[src/sv/cs_pkg.sv]
// Shared types, constants and the arctangent table for the CORDIC sine/cosine block.
// No dependencies; used by cs_iter and cordic_sine_cosine_top.
`default_nettype none

package cs_pkg;

  localparam int ITERATIONS = 11;
  localparam int AW         = 16;
  localparam int XW         = 17;
  localparam int ZW         = 12;
  localparam int TW         = 17;

  localparam int START_X      = 9949;
  localparam int FULL_TURN    = 3600;
  localparam int HALF_TURN    = 1800;
  localparam int QUARTER_TURN = 900;
  localparam int WRAP_BIAS    = 10 * FULL_TURN + HALF_TURN;

  typedef struct packed {
    logic signed [XW-1:0] x;
    logic signed [XW-1:0] y;
    logic signed [ZW-1:0] z;
  } beat_t;

  function automatic logic signed [ZW-1:0] atan_tenths(input int idx);
    logic signed [ZW-1:0] val;
    case (idx)
      0:       val = ZW'(450);
      1:       val = ZW'(266);
      2:       val = ZW'(140);
      3:       val = ZW'(71);
      4:       val = ZW'(36);
      5:       val = ZW'(18);
      6:       val = ZW'(9);
      7:       val = ZW'(4);
      8:       val = ZW'(2);
      9:       val = ZW'(1);
      10:      val = ZW'(1);
      default: val = '0;
    endcase
    return val;
  endfunction

endpackage

`default_nettype wire

[src/sv/cs_iter.sv]
// One registered CORDIC rotation-mode iteration with its valid bit.
// Depends on cs_pkg for the beat type and the arctangent table.
`default_nettype none

module cs_iter #(
  parameter int SHIFT = 0
) (
  input  wire logic          clk,
  input  wire logic          rst_n,
  input  wire logic          vld_i,
  input  wire cs_pkg::beat_t beat_i,
  output logic               vld_o,
  output cs_pkg::beat_t      beat_o
);
  import cs_pkg::*;

  localparam logic signed [ZW-1:0] ATAN = atan_tenths(SHIFT);

  logic          vld_r;
  beat_t         beat_r;
  beat_t         beat_nxt;
  logic signed [XW-1:0] xs;
  logic signed [XW-1:0] ys;

  always_comb begin
    xs = beat_i.x >>> SHIFT;
    ys = beat_i.y >>> SHIFT;
    if (!beat_i.z[ZW-1]) begin
      beat_nxt.x = beat_i.x - ys;
      beat_nxt.y = beat_i.y + xs;
      beat_nxt.z = beat_i.z - ATAN;
    end else begin
      beat_nxt.x = beat_i.x + ys;
      beat_nxt.y = beat_i.y - xs;
      beat_nxt.z = beat_i.z + ATAN;
    end
  end

  always_ff @(posedge clk) begin
    if (!rst_n) begin
      vld_r <= 1'b0;
    end else begin
      vld_r <= vld_i;
    end
  end

  always_ff @(posedge clk) begin
    beat_r <= beat_nxt;
  end

  assign vld_o  = vld_r;
  assign beat_o = beat_r;

endmodule

`default_nettype wire

[src/sv/cordic_sine_cosine_top.sv]
// Top level of the pipelined CORDIC sine/cosine block: angle wrap, fold and iteration chain.
// Depends on cs_pkg and cs_iter.
//
// Usage:
//   Input: drive in_angle (tenths of a degree, signed) and raise start. A beat is
//   taken at every rising edge with start high and busy low. busy is always low,
//   so a new angle may enter in every cycle.
//   Output: out_strobe is high for exactly one cycle with out_sine and out_cosine
//   (Q14, 16384 = 1.0) valid in that cycle. Results leave in the order the
//   angles entered.
//   Pipeline: three stages of angle wrap and fold, then one stage per each of the
//   eleven shift-add iterations.
//   Throughput: one angle per cycle, set by the fully pipelined iteration chain.
//   Reset: rst_n (synchronous, active low) clears every valid bit; results in
//   flight are dropped. The receiver cannot stall, so the pipeline never holds.
`default_nettype none

module cordic_sine_cosine_top (
  input  wire logic                         clk,
  input  wire logic                         rst_n,
  input  wire logic                         start,
  output logic                              busy,
  input  wire logic signed [cs_pkg::AW-1:0] in_angle,
  output logic                              out_strobe,
  output logic signed [cs_pkg::AW-1:0]      out_sine,
  output logic signed [cs_pkg::AW-1:0]      out_cosine
);
  import cs_pkg::*;

  logic                 s1_vld_r;
  logic [TW-1:0]        s1_t_r;
  logic [TW-1:0]        s1_t_nxt;
  logic                 s2_vld_r;
  logic signed [ZW-1:0] s2_r_r;
  logic signed [ZW-1:0] s2_r_nxt;
  logic                 s3_vld_r;
  beat_t                s3_beat_r;
  beat_t                s3_beat_nxt;

  logic                 vld_chain [ITERATIONS+1];
  beat_t                beat_chain [ITERATIONS+1];

  assign busy = 1'b0;

  always_comb begin
    s1_t_nxt = TW'(in_angle) + TW'(WRAP_BIAS);
    if (s1_t_nxt >= TW'(16 * FULL_TURN)) s1_t_nxt = s1_t_nxt - TW'(16 * FULL_TURN);
    if (s1_t_nxt >= TW'(8 * FULL_TURN))  s1_t_nxt = s1_t_nxt - TW'(8 * FULL_TURN);
    if (s1_t_nxt >= TW'(4 * FULL_TURN))  s1_t_nxt = s1_t_nxt - TW'(4 * FULL_TURN);
  end

  always_comb begin
    logic [TW-1:0] t;
    t = s1_t_r;
    if (t >= TW'(2 * FULL_TURN)) t = t - TW'(2 * FULL_TURN);
    if (t >= TW'(FULL_TURN))     t = t - TW'(FULL_TURN);
    s2_r_nxt = ZW'(t) - ZW'(HALF_TURN);
  end

  always_comb begin
    s3_beat_nxt.y = '0;
    if (s2_r_r > ZW'(QUARTER_TURN)) begin
      s3_beat_nxt.z = s2_r_r - ZW'(HALF_TURN);
      s3_beat_nxt.x = -XW'(START_X);
    end else if (s2_r_r < -ZW'(QUARTER_TURN)) begin
      s3_beat_nxt.z = s2_r_r + ZW'(HALF_TURN);
      s3_beat_nxt.x = -XW'(START_X);
    end else begin
      s3_beat_nxt.z = s2_r_r;
      s3_beat_nxt.x = XW'(START_X);
    end
  end

  always_ff @(posedge clk) begin
    if (!rst_n) begin
      s1_vld_r <= 1'b0;
      s2_vld_r <= 1'b0;
      s3_vld_r <= 1'b0;
    end else begin
      s1_vld_r <= start && !busy;
      s2_vld_r <= s1_vld_r;
      s3_vld_r <= s2_vld_r;
    end
  end

  always_ff @(posedge clk) begin
    s1_t_r    <= s1_t_nxt;
    s2_r_r    <= s2_r_nxt;
    s3_beat_r <= s3_beat_nxt;
  end

  assign vld_chain[0]  = s3_vld_r;
  assign beat_chain[0] = s3_beat_r;

  for (genvar i = 0; i < ITERATIONS; i++) begin : g_iter
    cs_iter #(
      .SHIFT (i)
    ) u_iter (
      .clk    (clk),
      .rst_n  (rst_n),
      .vld_i  (vld_chain[i]),
      .beat_i (beat_chain[i]),
      .vld_o  (vld_chain[i+1]),
      .beat_o (beat_chain[i+1])
    );
  end

  assign out_strobe = vld_chain[ITERATIONS];
  assign out_sine   = beat_chain[ITERATIONS].y[AW-1:0];
  assign out_cosine = beat_chain[ITERATIONS].x[AW-1:0];

endmodule

`default_nettype wire
[config.mk]
export PLATFORM = sky130hd
export DESIGN_NAME = cordic_sine_cosine_top
export DESIGN_NICKNAME = d
export VERILOG_FILES = /design/src/sv/cs_pkg.sv /design/src/sv/cs_iter.sv /design/src/sv/cordic_sine_cosine_top.sv
export SDC_FILE = /design/constraint.sdc
export NUM_CORES = 1
export LEC_CHECK = 0
export ABC_AREA = 1
export CORE_UTILIZATION = 50
export DETAILED_ROUTE_END_ITERATION = 8
export DONT_BUFFER_PORTS = 1
export PLACE_DENSITY = 0.69
export SLEW_MARGIN = 20
export SYNTH_ARGS = -nofsm -noshare
export SYNTH_HDL_FRONTEND = slang
export SYNTH_SLANG_ARGS = --single-unit
export TNS_END_PERCENT = 100
[constraint.sdc]
create_clock -name clk -period 5.1 [get_ports clk]
set_input_delay 1.02 -clock clk [delete_from_list [all_inputs] [get_ports clk]]
set_output_delay 1.02 -clock clk [all_outputs]
set_load 0.02 [all_outputs]
Word level (Yosys, flattened, before mapping)
Cells that the tools add are included.
{ "word_totals": {"output_inout_bits": 34, "regBits": 564, "elab_cells": 148, "inputBits": 19} }
{ "classes": {"n_mux": 19, "n_lt_le_gt_ge": 7, "n_addsub": 72} }
{ "ops": {"columns": ["operator", "count"], "rows": [
  ["$mux W46", 9],
  ["$mux W17", 5],
  ["$mux W45", 1],
  ["$mux W12", 3],
  ["$add A17 B10 Y17", 2],
  ["$add A17 B11 Y17", 2],
  ["$add A17 B12 Y17", 2],
  ["$add A17 B13 Y17", 2],
  ["$add A17 B14 Y17", 2],
  ["$add A17 B15 Y17", 2],
  ["$add A17 B16 Y17", 2],
  ["$add A17 B8 Y17", 2],
  ["$add A17 B9 Y17", 2],
  ["$sub A17 B10 Y17", 2],
  ["$sub A17 B11 Y17", 2],
  ["$sub A17 B12 Y17", 2],
  ["$sub A17 B13 Y17", 2],
  ["$sub A17 B14 Y17", 2],
  ["$sub A17 B15 Y17", 2],
  ["$sub A17 B16 Y17", 2],
  ["$sub A17 B8 Y17", 2],
  ["$sub A17 B9 Y17", 2],
  ["$mux W29", 1],
  ["$add A12 B10 Y12 const B", 2],
  ["37 further kinds", 41]
]} }

Longest topological paths before layout
{ "depth": {"ltp_word": 7, "ltp_mapped": 30, "mapped_depth_nobuf": 29} }

Modules after synthesis
Synthesis repeated with hierarchy kept, for this count alone.
{ "hier_totals": {"hier_cells": 7242, "area_unflattened_um2": 47350.4} }
{ "modules_own_cells": {"columns": ["mod", "seq_area_each_um2", "area_per_inst_um2", "n_inst", "cells_per_inst"], "rows": [
  ["cs_iter at g_iter[0].u_iter", 920.9, 4647.0, 1, 765],
  ["cs_iter at g_iter[1].u_iter", 940.9, 4250.3, 1, 664],
  ["cs_iter at g_iter[10].u_iter", 940.9, 4070.2, 1, 648],
  ["cs_iter at g_iter[3].u_iter", 940.9, 3992.6, 1, 577],
  ["cs_iter at g_iter[8].u_iter", 940.9, 3962.6, 1, 628],
  ["cs_iter at g_iter[9].u_iter", 940.9, 3951.3, 1, 641],
  ["cs_iter at g_iter[2].u_iter", 940.9, 3901.2, 1, 573],
  ["cs_iter at g_iter[6].u_iter", 940.9, 3882.5, 1, 573],
  ["cs_iter at g_iter[5].u_iter", 940.9, 3789.9, 1, 566],
  ["cs_iter at g_iter[4].u_iter", 940.9, 3753.6, 1, 554],
  ["cs_iter at g_iter[7].u_iter", 940.9, 3654.8, 1, 541],
  ["cordic_sine_cosine_top", 920.9, 3494.6, 1, 512]
]} }

Worst setup path after synthesis
No wires, ideal clock.
{ "synth_path": {"path_kind": "input port to flip-flop", "from": "input port in_angle[3] in the netlist's numbering", "to": "register s1_t_r[8]", "path_stages": 27, "setup_slack_ns": 1.190, "required_time_ns": 4.986, "arrival_ns": 3.796, "path_buffers": 1, "setup_time_ns": 0.114, "path_cell_list": "ha_1 > o21ai_4 > nand2_2 > nand2_2 > nand2_2 > nand2_1 > nand2_2 > nor2_4 > nand3_4 > nand3_4 > nand2_1 > nand2_2 > ha_1 > nand2_2 > nor2_4 > nor2_2 > nor2_4 > nand2_2 > buf_6 > nand2_2 > nand2_2 > nor2_4 > nand2_4 > nand2_8 > nand2_8 > nand2_1 > o21ai_2"} }
{ "synth_via": {"elab_chain_cells": 7, "word_cells_on_any_way": 10, "classes_between": "4 x add/sub; 3 x order compare; 3 x mux"} }
{ "synth_lines": {"columns": ["element", "line_no", "source"], "rows": [
  ["from (decl)", "cordic_sine_cosine_top.sv:23", "input wire logic signed [cs_pkg::AW-1:0] in_angle,"],
  ["$add A16 B17 Y17 (*)", "cordic_sine_cosine_top.sv:46", "s1_t_nxt = TW'(in_angle) + TW'(WRAP_BIAS);"],
  ["$sub A17 B16 Y17 or $ge A17 B16 Y1 (tied branches)", "cordic_sine_cosine_top.sv:47", "if (s1_t_nxt >= TW'(16 * FULL_TURN)) s1_t_nxt = s1_t_nxt - TW'(16 * FULL_TURN);"],
  ["$mux W17 (*)", "cordic_sine_cosine_top.sv:47", null],
  ["$sub A17 B15 Y17 or $ge A17 B15 Y1 (tied branches)", "cordic_sine_cosine_top.sv:48", "if (s1_t_nxt >= TW'(8 * FULL_TURN)) s1_t_nxt = s1_t_nxt - TW'(8 * FULL_TURN);"],
  ["$mux W17 (*)", "cordic_sine_cosine_top.sv:48", null],
  ["$sub A17 B14 Y17 or $ge A17 B14 Y1 (tied branches)", "cordic_sine_cosine_top.sv:49", "if (s1_t_nxt >= TW'(4 * FULL_TURN)) s1_t_nxt = s1_t_nxt - TW'(4 * FULL_TURN);"],
  ["$mux W17 (*)", "cordic_sine_cosine_top.sv:49", null],
  ["via s1_t_nxt[8]", "cordic_sine_cosine_top.sv:32", "logic [TW-1:0] s1_t_nxt;"],
  ["to (signal assigned)", "cordic_sine_cosine_top.sv:87", "s1_t_r <= s1_t_nxt;"],
  ["to (decl)", "cordic_sine_cosine_top.sv:31", "logic [TW-1:0] s1_t_r;"]
]} }
The timed path passes the listed nets; every way through them passes the cells marked *.
A chain may end at the register's enable or synchronous reset.

==> metrics <==
worst hold path cell count=0; Non-Filler Instances=a little under 5000; Mapped Area=around 33000 sq um; crit end category=register; Post-DP HPWL=51820 um; top cells by count, synth=nand2_1, dfxtp_1, inv_1, xor2_1, ha_1; Syn Nets=approximately 4500; core area=between 60000 and 70000 sq um; Post-synth top flop=dfxtp_1; Netlist cell types=just over 60; Die H=~260 um; Setup TNS=0 ps; antenna-violating nets left=0; Reg area=10170 sq um; Area contributors post-synth=dfxtp_1, ha_1, xor2_1; Post-Synthesis Cells=approximately 4000; Wirelength per Cell=~13 um; Antenna diodes=0; Peak Freq=around 0.26 GHz; fin. max-slew vios=0; # setup viols final=0; CTS tree=done; Setup crit start kind=register; FFs w/ async S/R, synth=0%; vias in the first global route=roughly 24000; IO Count=53; Post-synth EDFFs=0; number of setup buffers added after CTS=0; critical path peak fanout=20; R2R depth=19; initial antenna violation count=0; number of core rows=93; Initial DRT Pass Iterations=5; starting density of the core=roughly 51%; Skew-Pair Late Insertion Delay=between 600 and 700 ps; H-tree levels=2; WL final=64030 um; Final Worst Setup Slack=around 1200 ps; CP arrival=4420 ps; clock sinks=just over 500; Relative slew margins=between 30 and 40%; hold crit path type=register to register; RSZ-0062 raised after global routing=false; dpl cells=4841; Setup WS pre-CTS=733.6 ps; root buffer cell=clkbuf_16; global-route wire length before repair=109100 um; Syn. warnings=0; Avg Cell Area, Syn=around 8.1 sq um; Nets=approximately 4500; Core Util, Final=roughly 55%; Yosys top cell by area=dfxtp_1; CP required=approximately 5600 ps; fill cell count=about 6000; hold-fix buffers at CTS=0; final clock skew=18.11 ps; final weighted congestion in routability-driven placement=between 0.8 and 0.9; residual DRC count=0; share of the synthesized area in the top cell type=just over 30%; most common cell in the netlist=nand2_1; worst slew pin tran=912.4 ps; TritonCTS Buffers=56; die area=around 67000 sq um; CTS resizes=0; period utilization=roughly three quarters; status=completed; PortBufs=0; GRT Resource Usage Total=between 15 and 20%; max-cap violations=0; P&R area growth vs syn=8.093%; Final Hold Fails=0; WS Path Type=register to register; CTS clk-pin slew, worst paths=roughly 60 ps; DR iter-0 viols=881; largest net degree at the start of global routing=25; share of layout cells above drive strength 1=around 4.6%; total congestion overflow=0; min Tclk post-route=about 4000 ps; area of the multi-input gates=roughly 20000 sq um; post-synthesis sequential area ratio=roughly 31%; DR vias=about 25000; Max clock buf depth=3; #FFs+latches synth=a little over 500; vias per cell=about 5; Die X-Extent=about 260 um
[cells by family after synthesis]
| family | after synthesis | synth area share (%) |
|---|---|---|
| xor gates and xnor gates | 581 | 15.58 |
| other | 1 | 0.01145 |
| buffers and inverters | 584 | 7.093 |
| adders and majority gates | 463 | 18.37 |
| AOI/OAI and AO/OA | 713 | 12.06 |
| and+or+nand+nor | 1191 | 15.84 |
| DFF | 508 | 31.04 |
[registers in the layout, summed over array words and instances (netlist names)]
name	count
beat_chain	14
s2_r_r	12
s2_vld_r	1
g_iter.u_iter.beat_o	451
s1_t_r	17
s1_vld_r	1
s3_vld_r	1
g_iter.u_iter.vld_o	11
[through the flow]
step,instance area [sq um],hold slack (ps)
2_1_floorplan,32760,309.6
3_3_place_gp,33540,310.1
3_5_place_dp,33540,312.1
4_1_cts,35410,326.8
5_1_grt,35410,330.8
6_report,35410,325.5
[worst max-delay path, stage by stage (launching register included)]
cell      delay [ps]
dfxtp_1          630
inv_1            480
o31ai_1          280
xor2_1           180
inv_1             60
ha_1             370
nand2_1          100
nor3_1           140
nand2_1           80
o211ai_1         150
a21oi_1          120
o21bai_1         230
a21oi_1           90
o21ai_0          250
a21oi_1          100
o21bai_1         200
nand2_1           70
nand2_1           60
a21oi_1           60
xor2_1           140
[cell usage in the layout (no fill, tap or decap), drive strengths merged, types with 4 or more instances in the layout]
cell      count
clkinvlp      4
o21bai       33
fa           30
nor4          7
a21o         27
a21oi       387
nand3       172
or2           8
a211oi       13
xnor2       123
xor2        458
nand4        27
o21ai       181
nand2       610
dfxtp       508
buf          12
a31oi        25
ha          433
o31ai        14
clkbuf       82
o211ai       14
inv         516
nor3         54
clkinv       17
nor2        306
[per-layer routing]
layer,up-vias,share of wire (%),routed length (um),global-route usage [%]
li1,13280,-,-,-
met1,11130,42,26960,20.95
met2,273,52,33390,38.24
met3,148,2.2,1424,2.110
met4,0,3.5,2252,7.594
met5,-,0,0,0
[path summary, 6_finish.rpt]
path / startpoint / end / slack (ps)
max: g_iter[6].u_iter.beat_o[11] / g_iter[7].u_iter.beat_o[28] / 1180
min: g_iter[6].u_iter.beat_o[1] / g_iter[7].u_iter.beat_o[1] / 330
max reg2reg: g_iter[6].u_iter.beat_o[11] / g_iter[7].u_iter.beat_o[28] / 1180
min reg2reg: g_iter[6].u_iter.beat_o[1] / g_iter[7].u_iter.beat_o[1] / 330
[cell type report]
class / instances / share of cell area, %
Multi-Input combinational cell: 2949 / 57.23
Sequential cell: 508 / 28.72
Inverter: 517 / 5.480
Clock buffer: 82 / 4.714
Tap cell: 855 / 3.021
Clock inverter: 21 / 0.5795
Timing Repair Buffer: 12 / 0.2544
Power is not shown: default switching activity piles up to over one toggle a cycle in this logic, so the estimate is an artifact.
